$ cat src/hw/rtl/rddsf_pkg.sv
package rddsf_pkg;

    // field and datapath widths
    localparam int SPD_W     = 24;
    localparam int DIFF_W    = SPD_W + 2;
    localparam int STEP_W    = 23;
    localparam int BAND_W    = 23;
    localparam int AXIS_W    = 12;
    localparam int CFG_IDX_W = 3;
    localparam int CFG_DAT_W = 23;
    localparam int NUM_W     = 37;   // adv*512 +/- rot*axis, exact
    localparam int MAG_W     = 36;
    localparam int X_W       = 43;   // magnitude times 100
    localparam int CAP_W     = 23;   // radius times 1999
    localparam int FRAC_SH   = 17;
    localparam int DEN_W     = AXIS_W + FRAC_SH;
    localparam int Q_W       = 10;
    localparam int DSR_W     = DEN_W + Q_W - 1;
    localparam int REM_W     = DSR_W + 1;
    localparam int CNT_W     = 4;
    localparam int IDX_W     = 4;
    localparam int ADV_SH    = 9;

    localparam logic [Q_W-1:0]   SPEED_CAP   = 10'd999;
    localparam logic [CNT_W-1:0] DIV_LAST    = 4'd9;
    localparam logic [IDX_W-1:0] FRAME_LAST  = 4'd14;
    localparam logic [X_W-1:0]   CENT        = 43'd100;
    localparam logic [CAP_W-1:0] SAT_LIMIT2  = 23'd1999;  // twice 999.5

    // configuration register indexes
    localparam logic [CFG_IDX_W-1:0] REG_MAX_STEP_ADV  = 3'd0;
    localparam logic [CFG_IDX_W-1:0] REG_MAX_STEP_ROT  = 3'd1;
    localparam logic [CFG_IDX_W-1:0] REG_AXIS_LENGTH   = 3'd2;
    localparam logic [CFG_IDX_W-1:0] REG_WHEEL_RADIUS  = 3'd3;
    localparam logic [CFG_IDX_W-1:0] REG_ADV_DONE_BAND = 3'd4;
    localparam logic [CFG_IDX_W-1:0] REG_ROT_DONE_BAND = 3'd5;

    // frame characters
    localparam logic [7:0] CH_C     = 8'h43;
    localparam logic [7:0] CH_ONE   = 8'h31;
    localparam logic [7:0] CH_COLON = 8'h3A;
    localparam logic [7:0] CH_PLUS  = 8'h2B;
    localparam logic [7:0] CH_MINUS = 8'h2D;
    localparam logic [7:0] CH_STAR  = 8'h2A;
    localparam logic [7:0] CH_X     = 8'h58;
    localparam logic [7:0] CH_ZERO  = 8'h30;

    typedef struct packed {
        logic [STEP_W-1:0] max_step_adv;
        logic [STEP_W-1:0] max_step_rot;
        logic [AXIS_W-1:0] axis_length;
        logic [AXIS_W-1:0] wheel_radius;
        logic [BAND_W-1:0] adv_done_band;
        logic [BAND_W-1:0] rot_done_band;
    } cfg_t;

    typedef struct packed {
        logic             left_neg;
        logic [MAG_W-1:0] left_mag;
        logic             right_neg;
        logic [MAG_W-1:0] right_mag;
    } job_t;

    typedef struct packed {
        logic       neg;
        logic       sat;
        logic [3:0] hun;
        logic [3:0] ten;
        logic [3:0] one;
    } wheel_res_t;

    typedef struct packed {
        wheel_res_t left;
        wheel_res_t right;
    } frame_t;

    typedef enum logic [1:0] {
        F_IDLE,
        F_MUL,
        F_SUM,
        F_PUSH
    } front_state_t;

    typedef enum logic [1:0] {
        B_IDLE,
        B_RUN,
        B_HAND
    } back_state_t;

    typedef enum logic [2:0] {
        W_IDLE,
        W_MUL,
        W_CHK,
        W_DIV,
        W_RND,
        W_DIG,
        W_TEN
    } wheel_state_t;

    // measured value moved toward the goal by at most one step
    function automatic logic signed [SPD_W-1:0] ramp_to(
        input logic signed [SPD_W-1:0] goal,
        input logic signed [SPD_W-1:0] meas,
        input logic [STEP_W-1:0]       step
    );
        logic signed [DIFF_W-1:0] d;
        logic signed [DIFF_W-1:0] s;
        logic signed [DIFF_W-1:0] m;
        d = DIFF_W'(goal) - DIFF_W'(meas);
        s = $signed({3'b000, step});
        m = DIFF_W'(meas);
        if (d > s)
            ramp_to = SPD_W'(m + s);
        else if (-d > s)
            ramp_to = SPD_W'(m - s);
        else
            ramp_to = goal;
    endfunction

    function automatic logic [SPD_W:0] abs_diff(
        input logic signed [SPD_W-1:0] a,
        input logic signed [SPD_W-1:0] b
    );
        logic signed [DIFF_W-1:0] d;
        d = DIFF_W'(a) - DIFF_W'(b);
        abs_diff = (d < 0) ? (SPD_W+1)'(-d) : (SPD_W+1)'(d);
    endfunction

    function automatic logic [7:0] digit_char(input logic [3:0] d);
        digit_char = CH_ZERO + {4'b0000, d};
    endfunction

    function automatic logic [7:0] frame_char(input frame_t f, input logic [IDX_W-1:0] idx);
        case (idx)
            4'd0:    frame_char = CH_C;
            4'd1:    frame_char = CH_ONE;
            4'd2:    frame_char = CH_COLON;
            4'd3:    frame_char = f.left.neg ? CH_MINUS : CH_PLUS;
            4'd4:    frame_char = digit_char(f.left.hun);
            4'd5:    frame_char = digit_char(f.left.ten);
            4'd6:    frame_char = digit_char(f.left.one);
            4'd7:    frame_char = f.right.neg ? CH_MINUS : CH_PLUS;
            4'd8:    frame_char = digit_char(f.right.hun);
            4'd9:    frame_char = digit_char(f.right.ten);
            4'd10:   frame_char = digit_char(f.right.one);
            4'd11:   frame_char = CH_ONE;
            4'd12:   frame_char = CH_STAR;
            default: frame_char = CH_X;
        endcase
    endfunction

endpackage

$ cat src/hw/rtl/rddsf_front.sv
module rddsf_front
    import rddsf_pkg::*;
(
    input  logic                    clk,
    input  logic                    rst_n,
    input  cfg_t                    cfg,
    input  logic                    in_valid,
    output logic                    in_ready,
    input  logic signed [SPD_W-1:0] goal_adv,
    input  logic signed [SPD_W-1:0] goal_rot,
    input  logic signed [SPD_W-1:0] meas_adv,
    input  logic signed [SPD_W-1:0] meas_rot,
    input  logic                    new_goal,
    output logic                    push,
    output job_t                    push_job,
    input  logic                    full
);

    front_state_t state_reg, state_next;
    logic                    active_reg;
    logic signed [SPD_W-1:0] adv_reg, rot_reg;
    logic signed [NUM_W-1:0] spin_reg, left_reg, right_reg;

    logic accept, armed, settled;
    logic signed [NUM_W-1:0] spin_w, adv_sh_w;

    assign accept  = in_valid && in_ready;
    assign armed   = new_goal || active_reg;
    assign settled = !((abs_diff(meas_adv, goal_adv) > {2'b00, cfg.adv_done_band}) ||
                       (abs_diff(meas_rot, goal_rot) > {2'b00, cfg.rot_done_band}));

    assign spin_w   = NUM_W'(rot_reg) * NUM_W'($signed({1'b0, cfg.axis_length}));
    assign adv_sh_w = NUM_W'(adv_reg) <<< ADV_SH;

    always_comb
    begin
        state_next = state_reg;
        unique case (state_reg)
            F_IDLE:  if (accept && armed) state_next = F_MUL;
            F_MUL:   state_next = F_SUM;
            F_SUM:   state_next = F_PUSH;
            F_PUSH:  if (!full) state_next = F_IDLE;
            default: state_next = F_IDLE;
        endcase
    end

    always_comb
    begin
        in_ready           = (state_reg == F_IDLE);
        push               = (state_reg == F_PUSH) && !full;
        push_job.left_neg  = left_reg[NUM_W-1];
        push_job.left_mag  = MAG_W'(left_reg[NUM_W-1] ? -left_reg : left_reg);
        push_job.right_neg = right_reg[NUM_W-1];
        push_job.right_mag = MAG_W'(right_reg[NUM_W-1] ? -right_reg : right_reg);
    end

    always_ff @(posedge clk or negedge rst_n)
    begin
        if (!rst_n)
        begin
            state_reg  <= F_IDLE;
            active_reg <= 1'b1;
        end
        else
        begin
            state_reg <= state_next;
            if (accept)
                active_reg <= armed && !settled;
        end
    end

    always_ff @(posedge clk)
    begin
        if (accept)
        begin
            adv_reg <= ramp_to(goal_adv, meas_adv, cfg.max_step_adv);
            rot_reg <= ramp_to(goal_rot, meas_rot, cfg.max_step_rot);
        end
        if (state_reg == F_MUL)
            spin_reg <= spin_w;
        if (state_reg == F_SUM)
        begin
            left_reg  <= adv_sh_w - spin_reg;
            right_reg <= adv_sh_w + spin_reg;
        end
    end

endmodule

$ cat src/hw/rtl/rddsf_queue.sv
module rddsf_queue
    import rddsf_pkg::*;
(
    input  logic clk,
    input  logic rst_n,
    input  logic push,
    input  job_t push_job,
    output logic full,
    input  logic pop,
    output job_t pop_job,
    output logic empty
);

    job_t       mem_reg [2];
    logic       wr_ptr_reg, rd_ptr_reg;
    logic [1:0] count_reg;

    assign full    = (count_reg == 2'd2);
    assign empty   = (count_reg == 2'd0);
    assign pop_job = mem_reg[rd_ptr_reg];

    always_ff @(posedge clk or negedge rst_n)
    begin
        if (!rst_n)
        begin
            wr_ptr_reg <= 1'b0;
            rd_ptr_reg <= 1'b0;
            count_reg  <= 2'd0;
        end
        else
        begin
            if (push)
                wr_ptr_reg <= !wr_ptr_reg;
            if (pop)
                rd_ptr_reg <= !rd_ptr_reg;
            if (push && !pop)
                count_reg <= count_reg + 2'd1;
            else if (pop && !push)
                count_reg <= count_reg - 2'd1;
        end
    end

    always_ff @(posedge clk)
    begin
        if (push)
            mem_reg[wr_ptr_reg] <= push_job;
    end

endmodule

$ cat src/hw/rtl/rddsf_wheel.sv
module rddsf_wheel
    import rddsf_pkg::*;
(
    input  logic              clk,
    input  logic              rst_n,
    input  logic              start,
    input  logic              neg,
    input  logic [MAG_W-1:0]  mag,
    input  logic [AXIS_W-1:0] radius,
    output logic              busy,
    output wheel_res_t        res
);

    wheel_state_t state_reg, state_next;
    logic              neg_reg, sat_reg;
    logic [MAG_W-1:0]  mag_reg;
    logic [AXIS_W-1:0] rad_reg;
    logic [X_W-1:0]    x_reg;
    logic [CAP_W-1:0]  cap_reg;
    logic [REM_W-1:0]  rem_reg;
    logic [DSR_W-1:0]  dsr_reg;
    logic [Q_W-1:0]    q_reg;
    logic [CNT_W-1:0]  cnt_reg;
    logic [3:0]        hun_reg;
    logic [6:0]        rest_reg;
    wheel_res_t        res_reg;

    logic [DEN_W-1:0] den;
    logic             sat_w, ge_w, inc_w;
    logic [DEN_W:0]   half2_w;
    logic [15:0]      hun_prod;
    logic [14:0]      ten_prod;
    logic [3:0]       hun_w, ten_w;
    logic [6:0]       rest_w;

    assign den     = {rad_reg, {FRAC_SH{1'b0}}};
    // rounded speed exceeds the cap iff 2*x >= 1999*den
    assign sat_w   = {x_reg, 1'b0} >= {4'b0000, cap_reg, {FRAC_SH{1'b0}}};
    assign ge_w    = rem_reg >= {1'b0, dsr_reg};
    // round half to even on the final remainder
    assign half2_w = {rem_reg[DEN_W-1:0], 1'b0};
    assign inc_w   = (half2_w > {1'b0, den}) || ((half2_w == {1'b0, den}) && q_reg[0]);

    // digit split by reciprocal multiply, exact below 1000
    assign hun_prod = {6'b000000, q_reg} * 16'd41;
    assign hun_w    = hun_prod[15:12];
    assign rest_w   = 7'(q_reg - ({6'b000000, hun_w} * 10'd100));
    assign ten_prod = {8'b00000000, rest_reg} * 15'd205;
    assign ten_w    = ten_prod[14:11];

    always_comb
    begin
        state_next = state_reg;
        unique case (state_reg)
            W_IDLE:  if (start) state_next = W_MUL;
            W_MUL:   state_next = W_CHK;
            W_CHK:   state_next = sat_w ? W_DIG : W_DIV;
            W_DIV:   if (cnt_reg == '0) state_next = W_RND;
            W_RND:   state_next = W_DIG;
            W_DIG:   state_next = W_TEN;
            W_TEN:   state_next = W_IDLE;
            default: state_next = W_IDLE;
        endcase
    end

    always_comb
    begin
        busy = (state_reg != W_IDLE);
        res  = res_reg;
    end

    always_ff @(posedge clk or negedge rst_n)
    begin
        if (!rst_n)
            state_reg <= W_IDLE;
        else
            state_reg <= state_next;
    end

    always_ff @(posedge clk)
    begin
        unique case (state_reg)
            W_IDLE:
            begin
                if (start)
                begin
                    neg_reg <= neg;
                    mag_reg <= mag;
                    rad_reg <= (radius == '0) ? AXIS_W'(1) : radius;
                end
            end
            W_MUL:
            begin
                x_reg   <= {7'b0000000, mag_reg} * CENT;
                cap_reg <= {11'b00000000000, rad_reg} * SAT_LIMIT2;
            end
            W_CHK:
            begin
                sat_reg <= sat_w;
                rem_reg <= x_reg[REM_W-1:0];
                dsr_reg <= {den, {(Q_W-1){1'b0}}};
                cnt_reg <= DIV_LAST;
                q_reg   <= sat_w ? SPEED_CAP : '0;
            end
            W_DIV:
            begin
                if (ge_w)
                    rem_reg <= rem_reg - {1'b0, dsr_reg};
                q_reg   <= {q_reg[Q_W-2:0], ge_w};
                dsr_reg <= dsr_reg >> 1;
                cnt_reg <= cnt_reg - 4'd1;
            end
            W_RND:
            begin
                q_reg <= q_reg + {{(Q_W-1){1'b0}}, inc_w};
            end
            W_DIG:
            begin
                hun_reg  <= hun_w;
                rest_reg <= rest_w;
            end
            W_TEN:
            begin
                res_reg.neg <= neg_reg;
                res_reg.sat <= sat_reg;
                res_reg.hun <= hun_reg;
                res_reg.ten <= ten_w;
                res_reg.one <= 4'(rest_reg - ({3'b000, ten_w} * 7'd10));
            end
            default:
            begin
            end
        endcase
    end

endmodule

$ cat src/hw/rtl/rddsf_back.sv
module rddsf_back
    import rddsf_pkg::*;
(
    input  logic              clk,
    input  logic              rst_n,
    input  logic [AXIS_W-1:0] wheel_radius,
    input  logic              empty,
    input  job_t              pop_job,
    output logic              pop,
    output logic              out_valid,
    input  logic              out_ready,
    output logic [7:0]        frame_byte,
    output logic              last_byte,
    output logic              saturated
);

    back_state_t state_reg, state_next;
    logic             fb_valid_reg;
    frame_t           fb_reg;
    logic [IDX_W-1:0] idx_reg;
    logic             out_valid_reg;
    logic [7:0]       frame_byte_reg;
    logic             last_byte_reg;
    logic             saturated_reg;

    logic       start, fb_load, load_out, busy_l, busy_r;
    wheel_res_t res_l, res_r;

    rddsf_wheel u_wheel_l (
        .clk    (clk),
        .rst_n  (rst_n),
        .start  (start),
        .neg    (pop_job.left_neg),
        .mag    (pop_job.left_mag),
        .radius (wheel_radius),
        .busy   (busy_l),
        .res    (res_l)
    );

    rddsf_wheel u_wheel_r (
        .clk    (clk),
        .rst_n  (rst_n),
        .start  (start),
        .neg    (pop_job.right_neg),
        .mag    (pop_job.right_mag),
        .radius (wheel_radius),
        .busy   (busy_r),
        .res    (res_r)
    );

    always_comb
    begin
        state_next = state_reg;
        unique case (state_reg)
            B_IDLE:  if (!empty) state_next = B_RUN;
            B_RUN:   if (!busy_l && !busy_r) state_next = B_HAND;
            B_HAND:  if (!fb_valid_reg) state_next = B_IDLE;
            default: state_next = B_IDLE;
        endcase
    end

    always_comb
    begin
        pop     = (state_reg == B_IDLE) && !empty;
        start   = pop;
        fb_load = (state_reg == B_HAND) && !fb_valid_reg;
    end

    // byte serialiser: next byte loads as the output register empties
    assign load_out = fb_valid_reg && (!out_valid_reg || out_ready);

    assign out_valid  = out_valid_reg;
    assign frame_byte = frame_byte_reg;
    assign last_byte  = last_byte_reg;
    assign saturated  = saturated_reg;

    always_ff @(posedge clk or negedge rst_n)
    begin
        if (!rst_n)
        begin
            state_reg     <= B_IDLE;
            fb_valid_reg  <= 1'b0;
            idx_reg       <= '0;
            out_valid_reg <= 1'b0;
        end
        else
        begin
            state_reg <= state_next;
            if (fb_load)
                fb_valid_reg <= 1'b1;
            else if (load_out && (idx_reg == FRAME_LAST))
                fb_valid_reg <= 1'b0;
            if (load_out)
                idx_reg <= (idx_reg == FRAME_LAST) ? '0 : idx_reg + 4'd1;
            if (load_out)
                out_valid_reg <= 1'b1;
            else if (out_ready)
                out_valid_reg <= 1'b0;
        end
    end

    always_ff @(posedge clk)
    begin
        if (fb_load)
        begin
            fb_reg.left  <= res_l;
            fb_reg.right <= res_r;
        end
        if (load_out)
        begin
            frame_byte_reg <= frame_char(fb_reg, idx_reg);
            last_byte_reg  <= (idx_reg == FRAME_LAST);
            saturated_reg  <= fb_reg.left.sat || fb_reg.right.sat;
        end
    end

endmodule

$ cat src/hw/rtl/ramped_diff_drive_speed_framer_top.sv
// Path: a tick transfer runs the front states MUL, SUM and PUSH (PUSH waits while the queue
// is full), the queue, the wheel units, the handover and the output register; the 15 bytes
// then follow one per cycle while out_ready stays high. Throughput is set by the ten-step
// quotient loop of the wheel units; a tick with the ramp disarmed is taken, giving no frame.
// Reset: asynchronous, clears control state, loads register defaults and arms the ramp.
module ramped_diff_drive_speed_framer_top
    import rddsf_pkg::*;
(
    input  logic                    clk,
    input  logic                    rst_n,
    input  logic                    cfg_valid,
    output logic                    cfg_ready,
    input  logic [CFG_IDX_W-1:0]    cfg_index,
    input  logic [CFG_DAT_W-1:0]    cfg_data,
    input  logic                    in_valid,
    output logic                    in_ready,
    input  logic signed [SPD_W-1:0] goal_adv,
    input  logic signed [SPD_W-1:0] goal_rot,
    input  logic signed [SPD_W-1:0] meas_adv,
    input  logic signed [SPD_W-1:0] meas_rot,
    input  logic                    new_goal,
    output logic                    out_valid,
    input  logic                    out_ready,
    output logic [7:0]              frame_byte,
    output logic                    last_byte,
    output logic                    saturated
);

    cfg_t cfg_reg;
    logic push, full, pop, empty;
    job_t push_job, pop_job;

    assign cfg_ready = 1'b1;

    always_ff @(posedge clk or negedge rst_n)
    begin
        if (!rst_n)
        begin
            cfg_reg.max_step_adv  <= 23'd256;
            cfg_reg.max_step_rot  <= 23'd655;
            cfg_reg.axis_length   <= 12'd400;
            cfg_reg.wheel_radius  <= 12'd100;
            cfg_reg.adv_done_band <= 23'd128;
            cfg_reg.rot_done_band <= 23'd655;
        end
        else if (cfg_valid && cfg_ready)
        begin
            unique case (cfg_index)
                REG_MAX_STEP_ADV:  cfg_reg.max_step_adv  <= cfg_data;
                REG_MAX_STEP_ROT:  cfg_reg.max_step_rot  <= cfg_data;
                REG_AXIS_LENGTH:   cfg_reg.axis_length   <= cfg_data[AXIS_W-1:0];
                REG_WHEEL_RADIUS:  cfg_reg.wheel_radius  <= cfg_data[AXIS_W-1:0];
                REG_ADV_DONE_BAND: cfg_reg.adv_done_band <= cfg_data;
                REG_ROT_DONE_BAND: cfg_reg.rot_done_band <= cfg_data;
                default:
                begin
                end
            endcase
        end
    end

    rddsf_front u_front (
        .clk      (clk),
        .rst_n    (rst_n),
        .cfg      (cfg_reg),
        .in_valid (in_valid),
        .in_ready (in_ready),
        .goal_adv (goal_adv),
        .goal_rot (goal_rot),
        .meas_adv (meas_adv),
        .meas_rot (meas_rot),
        .new_goal (new_goal),
        .push     (push),
        .push_job (push_job),
        .full     (full)
    );

    rddsf_queue u_queue (
        .clk      (clk),
        .rst_n    (rst_n),
        .push     (push),
        .push_job (push_job),
        .full     (full),
        .pop      (pop),
        .pop_job  (pop_job),
        .empty    (empty)
    );

    rddsf_back u_back (
        .clk          (clk),
        .rst_n        (rst_n),
        .wheel_radius (cfg_reg.wheel_radius),
        .empty        (empty),
        .pop_job      (pop_job),
        .pop          (pop),
        .out_valid    (out_valid),
        .out_ready    (out_ready),
        .frame_byte   (frame_byte),
        .last_byte    (last_byte),
        .saturated    (saturated)
    );

endmodule
$ cat config.mk
export PLATFORM = sky130hd
export DESIGN_NAME = ramped_diff_drive_speed_framer_top
export DESIGN_NICKNAME = d
export VERILOG_FILES = /design/src/hw/rtl/rddsf_pkg.sv /design/src/hw/rtl/rddsf_front.sv /design/src/hw/rtl/rddsf_queue.sv /design/src/hw/rtl/rddsf_wheel.sv /design/src/hw/rtl/rddsf_back.sv /design/src/hw/rtl/ramped_diff_drive_speed_framer_top.sv
export SDC_FILE = /design/constraint.sdc
export NUM_CORES = 2
export LEC_CHECK = 0
export ABC_AREA = 1
export BUFFER_PORTS_ARGS = -buffer_cell sky130_fd_sc_hd__buf_2
export CAP_MARGIN = 25
export CORE_MARGIN = 8
export CORE_UTILIZATION = 41
export CTS_CLUSTER_SIZE = 12
export DETAILED_ROUTE_END_ITERATION = 8
export GPL_ROUTABILITY_DRIVEN = 0
export HOLD_SLACK_MARGIN = 0.12
export PLACE_DENSITY = 0.64
export SYNTH_ARGS = -nofsm -noshare
export SYNTH_HDL_FRONTEND = slang
export SYNTH_HIERARCHICAL = 1
export SYNTH_SLANG_ARGS = --single-unit
$ cat constraint.sdc
create_clock -name clk -period 14.71 [get_ports clk]
set_clock_uncertainty 0.05 [all_clocks]
set_input_delay 2.942 -clock clk [delete_from_list [all_inputs] [get_ports clk]]
set_output_delay 2.942 -clock clk [all_outputs]
set_load 0.1 [all_outputs]
Yosys cells after proc, flatten, opt, wreduce, memory -nomap -nowiden
Memory sizes are Yosys's and may differ from the RTL's.
Index checks and enable logic that the tools add are counted.

word-level totals
  bits in registers = 794
  bits in writable memories = 148
  memories = 1

operators by class
  add/sub/neg operators = 35
  $mul = 13
  magnitude comparators = 14
  equality and inequality tests = 49
  muxes and demuxes = 47
  reductions and logical operators = 63

memories
  name             depth  bits a word  read ports  clocked after Yosys merged registers in  wr ports  line               source
  u_queue.mem_reg  2      74           1           0                                        1         rddsf_queue.sv:14  job_t mem_reg [2];

operators with widths
  kind                                                          number
  one-hot mux 39 bit (2 select lines)                           2
  one-hot mux 38 bit (2 select lines)                           2
  > comparator 26 x 24 -> 1 bit                                 4
  subtractor 24 x 24 -> 25 bit                                  4
  two-way mux 24 bit                                            4
  one-hot mux 8 bit (12 select lines)                           1
  >= comparator 44 x 40 -> 1 bit                                2
  multiplier 36 x 5 -> 41 bit (second input constant)           2
  >= comparator 39 x 38 -> 1 bit                                2
  two-way mux 39 bit                                            2
  subtractor 39 x 38 -> 39 bit                                  2
  two-way mux 36 bit                                            2
  negator 36 bit                                                2
  > comparator 30 x 29 -> 1 bit                                 2
  one-hot mux 10 bit (3 select lines)                           2
  equality test 29 x 28 -> 1 bit                                2
  negator 26 bit                                                2
  > comparator 25 x 23 -> 1 bit                                 2
  less-than comparator 25 x 1 -> 1 bit (second input constant)  2
  two-way mux 25 bit                                            2
  negator 25 bit                                                2
  adder 24 bit                                                  2
  subtractor 24 bit                                             2
  multiplier 12 x 11 -> 23 bit (second input constant)          2
  other kinds (48)                                              168

Depth between registers and ports, before layout
  depth after elaboration = 7
  depth in mapped cells = 41
  mapped depth without buffers = 39

Hierarchy
The synthesis kept the hierarchy.

modules (own cells, without submodules)
  module                              times used  cells each  area each (um^2)  seq. area each (um^2)
  rddsf_front                         1           5,523       37,987.7          4,820.9
  rddsf_wheel at u_back.u_wheel_l     1           2,779       22,456.5          6,981.7
  rddsf_wheel at u_back.u_wheel_r     1           2,745       22,331.4          6,981.7
  rddsf_queue                         1           255         5,749.3           4,544.4
  ramped_diff_drive_speed_framer_top  1           517         4,591.9           2,927.8
  rddsf_back                          1           174         1,855.5           1,311.3

Worst setup path before layout
No wires, ideal clock.

  path kind = input to register
  start point = in goal_adv[0]
  end point = reg u_front.adv_reg[22], data pin
  arrival time = 6.700 ns
  required time = 14.404 ns
  slack = 7.705 ns
  cell stages on the path = 33
  path buffers = 1
  cell sequence = inv_1 -> ha_1 -> inv_1 -> fa_1 -> nor2_1 -> nor2_2 -> nor3_2 -> nand3_1 -> nor2_2 -> nand3_2 -> nor3_4 -> nand3_1 -> nor3_1 -> nand2_1 -> nor3_1 -> nand2_1 -> xor2_1 -> ha_1 -> nand2_1 -> nor2_1 -> a211oi_1 -> nand2_1 -> nand2_1 -> nand2_1 -> nand2_1 -> nand2_1 -> nor2_2 -> nand2_4 -> nand2_4 -> buf_6 -> nand2_1 -> nand3_1 -> nand2_1

on the way
  word-level cells in the longest chain between the ends = 5
  elaborated cells on any way between the ends = 6
  classes of those cells = 2 x add/sub; 2 x order compare; 2 x mux

RTL lines
  what                              line                                      source
  start: declaration                ramped_diff_drive_speed_framer_top.sv:17  input logic signed [SPD_W-1:0] goal_adv,
  subtractor 24 x 24 -> 25 bit (*)  rddsf_pkg.sv:109                          d = DIFF_W'(goal) - DIFF_W'(meas);
  negator 26 bit                    rddsf_pkg.sv:114                          else if (-d > s)
  > comparator 26 x 24 -> 1 bit     rddsf_pkg.sv:114
  two-way mux 24 bit                rddsf_pkg.sv:114
  two-way mux 24 bit (*)            rddsf_pkg.sv:112                          if (d > s)
  end signal: assignment            rddsf_front.sv:76                         adv_reg <= ramp_to(goal_adv, meas_adv, cfg.max_step_adv);
  end: declaration                  rddsf_front.sv:21                         logic signed [SPD_W-1:0] adv_reg, rot_reg;

Mark *: on every way between the ends. The rest lies on a longest branch, timed or not.
A chain may end at the register's enable or synchronous reset.

Final worst setup path
  start point = in goal_adv[0]
  end point = reg u_front.adv_reg[13], data pin

The elaborated chain is that of the path after synthesis.

==> implementation parameters <==
Parameter                              Value

Status
  Outcome    finished clean

Floorplanning
  Site row count    176
  Count of boundary I/O pins    141
  DIE WIDTH    497 um
  Die height    497 um
  Starting utilization of the core area    0.413
  Area of the placeable core    0.230 sq mm
  Die ar.    0.247 sq mm

STA
  Final total negative setup slack    0 ns
  Worst Tran Pin Value    1.07 ns
  Unrepaired setup endpoints after global routing    false
  Post-Route Hold Slack    0.364 ns
  Count of final hold-check violations    0
  Final setup viols    0
  Achievable clock frequency    132 MHz
  Portion of the clock cycle consumed by the worst path in the final layout    0.513
  Final count of pins violating max slew    0
  Worst relative slew slack    0.287
  Final critical delay including setup and external delays    7.55 ns

Detailed routing
  Vias    76800
  Detailed Route Iter0 Violations    5773
  Avg WL per Cell    16.9 um
  Number of nets still failing antenna checks after routing    0
  Drt pass-1 iters    8
  Routed wire length    256000 um
  Avg Vias per Cell    5.07
  Post-route DRC    0

Global routing
  Largest net degree at the start of global routing    88
  Number of antenna violations at the first check in global routing    4
  GRT Residual Overflow    0
  First-pass GRT wire length    405000 um
  Vias in the first global route    75100
  GRT Util Overall    0.201

Synth
  Cell Area, Synth    0.0950 sq mm
  Post-synthesis async set-or-reset flop share    0.146
  Gate count after technology mapping    12000
  Share of the yosys chip area belonging to registers    0.290
  Primary flip-flop cell chosen by synthesis mapping    edfxtp_1
  Yosys synthesis warning count    6
  EDFF count, synth    803
  Flip-flop and latch count after synthesis    940
  Syn Area/Cell    7.92 sq um
  Post-synth net total    13700
  Distinct cell type count after synthesis    74

Critical path
  R2r endpoint    u_front/spin_reg[35]
  Setup slack of the most critical reg-to-reg path    8.42 ns
  Arrival time reported for the critical path endpoint    7.95 ns
  Worst Path Required    15.12 ns
  First element of the critical path    goal_adv[0]
  Cell type group with the largest total delay on the critical path    simple AND/OR/NAND/NOR gates
  Critical setup path kind    input pin to register
  Critical R2R Launch    cfg_reg[61]
  Nature of the critical path endpoint    register
  Top cell by count, worst path    nand2_1
  Critical path buffers and inverters    3
  R2R cell count    19
  Startpoint type of the worst setup path    input pin
  Largest fanout of any net on the critical path    22
  Worst-path cell with the longest stage delay    fa_1
  Maximum single-stage delay on the critical path    0.50 ns

Cells and area
  Fin nets    13800
  Max reg flops    148
  Cell area after layout    0.102 sq mm
  Proportion of layout cells with a drive suffix above 1    0.0582
  Core Util, Final    0.443
  Layout Area Growth over Synthesis    7.46%

Min path
  Terminating pin of the worst hold path    u_back/fb_reg[26]
  Worst hold path cell count    0
  Startpoint of the most critical hold path    u_back/u_wheel_l/res[12]
  Class of the tightest hold or removal check    register to register

Clocking
  H-tree level count    3
  CTS buffer count    107
  Clock root buffer master    clkbuf_16
  Post_cts resized    0
  Total setup buffers inserted after CTS    0
  Clk pin slew, worst setup/hold paths    0.06 ns
  Max Root-Sink Buffers    3
  CTS tree    built
  Total of hold buffers inserted after clock tree synthesis    0
  Clock latency on the worst-skew pair    0.76 ns
  Num Clock Sinks    940

Placed design
  Dpl cell area    0.0986 sq mm
  Port Buf Inserts    138
  Dpl hpwl    210000 um

Flow run
  Max-cap viol count    0
==> Yosys cell counts, types with 7 or more instances <==
cell type	n	area (sq um)
a21boi_0	20	150
a21o_1	26	195
a21oi_1	601	3010
a31oi_1	38	238
and2_1	8	50.1
buf_2	67	335
buf_4	19	143
buf_6	13	146
clkbuf_1	137	514
dfrtp_1	116	2900
dfstp_2	21	552
edfxtp_1	803	24100
fa_1	489	9790
ha_1	1126	14100
inv_1	2438	9150
inv_2	35	131
mux2_2	24	270
mux2_4	50	751
nand2_1	2927	11000
nand2_2	60	375
nand3_1	616	3080
nand3_2	34	340
nand3b_1	31	233
nand4_1	168	1050
nor2_1	834	3130
nor2_2	44	275
nor2_4	21	236
nor3_1	101	505
nor3_2	12	120
nor4_1	36	225
o2111ai_1	7	61.3
o211ai_1	24	180
o21a_1	20	150
o21ai_0	372	1860
o21ai_1	19	95.1
o21bai_1	46	345
o221ai_1	7	61.3
o31ai_1	12	90.1
or2_2	16	100
xnor2_1	111	972
xor2_1	343	3000
xor2_2	7	114
==> final cells by class <==
cell class | instances | area [sq um]
multi-input combinational | 8332 | 57000
inverter | 2478 | 9300
tap | 3026 | 3790
clock inverter | 49 | 430
antenna | 1 | 2.50
clock buffer | 151 | 2990
sequential | 940 | 27600
timing repair buffer | 172 | 985
fill | 23000 | 128000
==> metal layers <==
layer | vias up | global-route usage | part of all wire
met1 | 35900 | 0.264 | 0.44
li1 | 38200 | - | -
met4 | 0 | 0.0721 | 0.041
met3 | 485 | 0.0229 | 0.053
met2 | 2186 | 0.344 | 0.47
met5 | - | 0 | 0
==> cells by family (layout without fill, tap and decap cells) <==
| group | count (synthesis) | after routing | share of synthesized area |
|---|---|---|---|
| AOI/OAI and AO/OA | 1243 | 1243 | 0.0726 |
| xor gates and xnor gates | 462 | 462 | 0.0434 |
| buffers and inverters | 2721 | 2850 | 0.111 |
| other | 2 | 3 | 0.0000791 |
| muxes | 74 | 74 | 0.0108 |
| DFF | 940 | 940 | 0.290 |
| adders and majority gates | 1615 | 1615 | 0.251 |
| and+or+nand+nor | 4936 | 4936 | 0.221 |
==> per-stage QoR <==
| stage | instances | setup WS, ns |
|---|---|---|
| 3_3_place_gp | 14900 | 6.54 |
| 4_1_cts | 15100 | 7.26 |
| 3_5_place_dp | 14900 | 6.49 |
| 6_report | 15100 | 7.16 |
| 5_1_grt | 15100 | 6.56 |
| 2_1_floorplan | 12000 | 7.70 |
==> cell usage in the layout (no fill, tap or decap), types with 17 or more instances in the layout <==
cell	synthesis	routed
nand2_1	2927	2926
inv_1	2438	2436
ha_1	1126	1124
nor2_1	834	827
edfxtp_1	803	803
nand3_1	616	616
a21oi_1	601	601
fa_1	489	489
o21ai_0	372	372
xor2_1	343	343
nand4_1	168	168
buf_2	67	137
dfrtp_1	116	115
xnor2_1	111	111
clkbuf_16	0	109
nor3_1	101	101
nand2_2	60	61
mux2_4	50	50
o21bai_1	46	46
nor2_2	44	41
a31oi_1	38	38
inv_2	35	37
nor4_1	36	36
nand3_2	34	34
clkbuf_1	137	32
buf_4	19	32
nor2_4	21	31
nand3b_1	31	31
a21o_1	26	26
o211ai_1	24	24
mux2_2	24	24
dfstp_2	21	21
o21a_1	20	20
a21boi_0	20	20
o21ai_1	19	19
clkinv_1	5	17
==> worst max-delay path by stage <==
stage | endpoint | slack (ns) | depth (start not counted)
global placement | u_front/adv_reg[13] | 6.54 | 33
detailed placement | u_front/adv_reg[13] | 6.49 | 33
CTS | u_front/adv_reg[13] | 7.26 | 33
floorplan | u_front/adv_reg[22] | 7.70 | 33
global route | u_front/adv_reg[0] | 6.56 | 33
finish | u_front/adv_reg[13] | 7.16 | 33
Power is left out: the tool's default activity adds up to more than one toggle a clock period on the data nets, which glitch-free logic cannot reach.
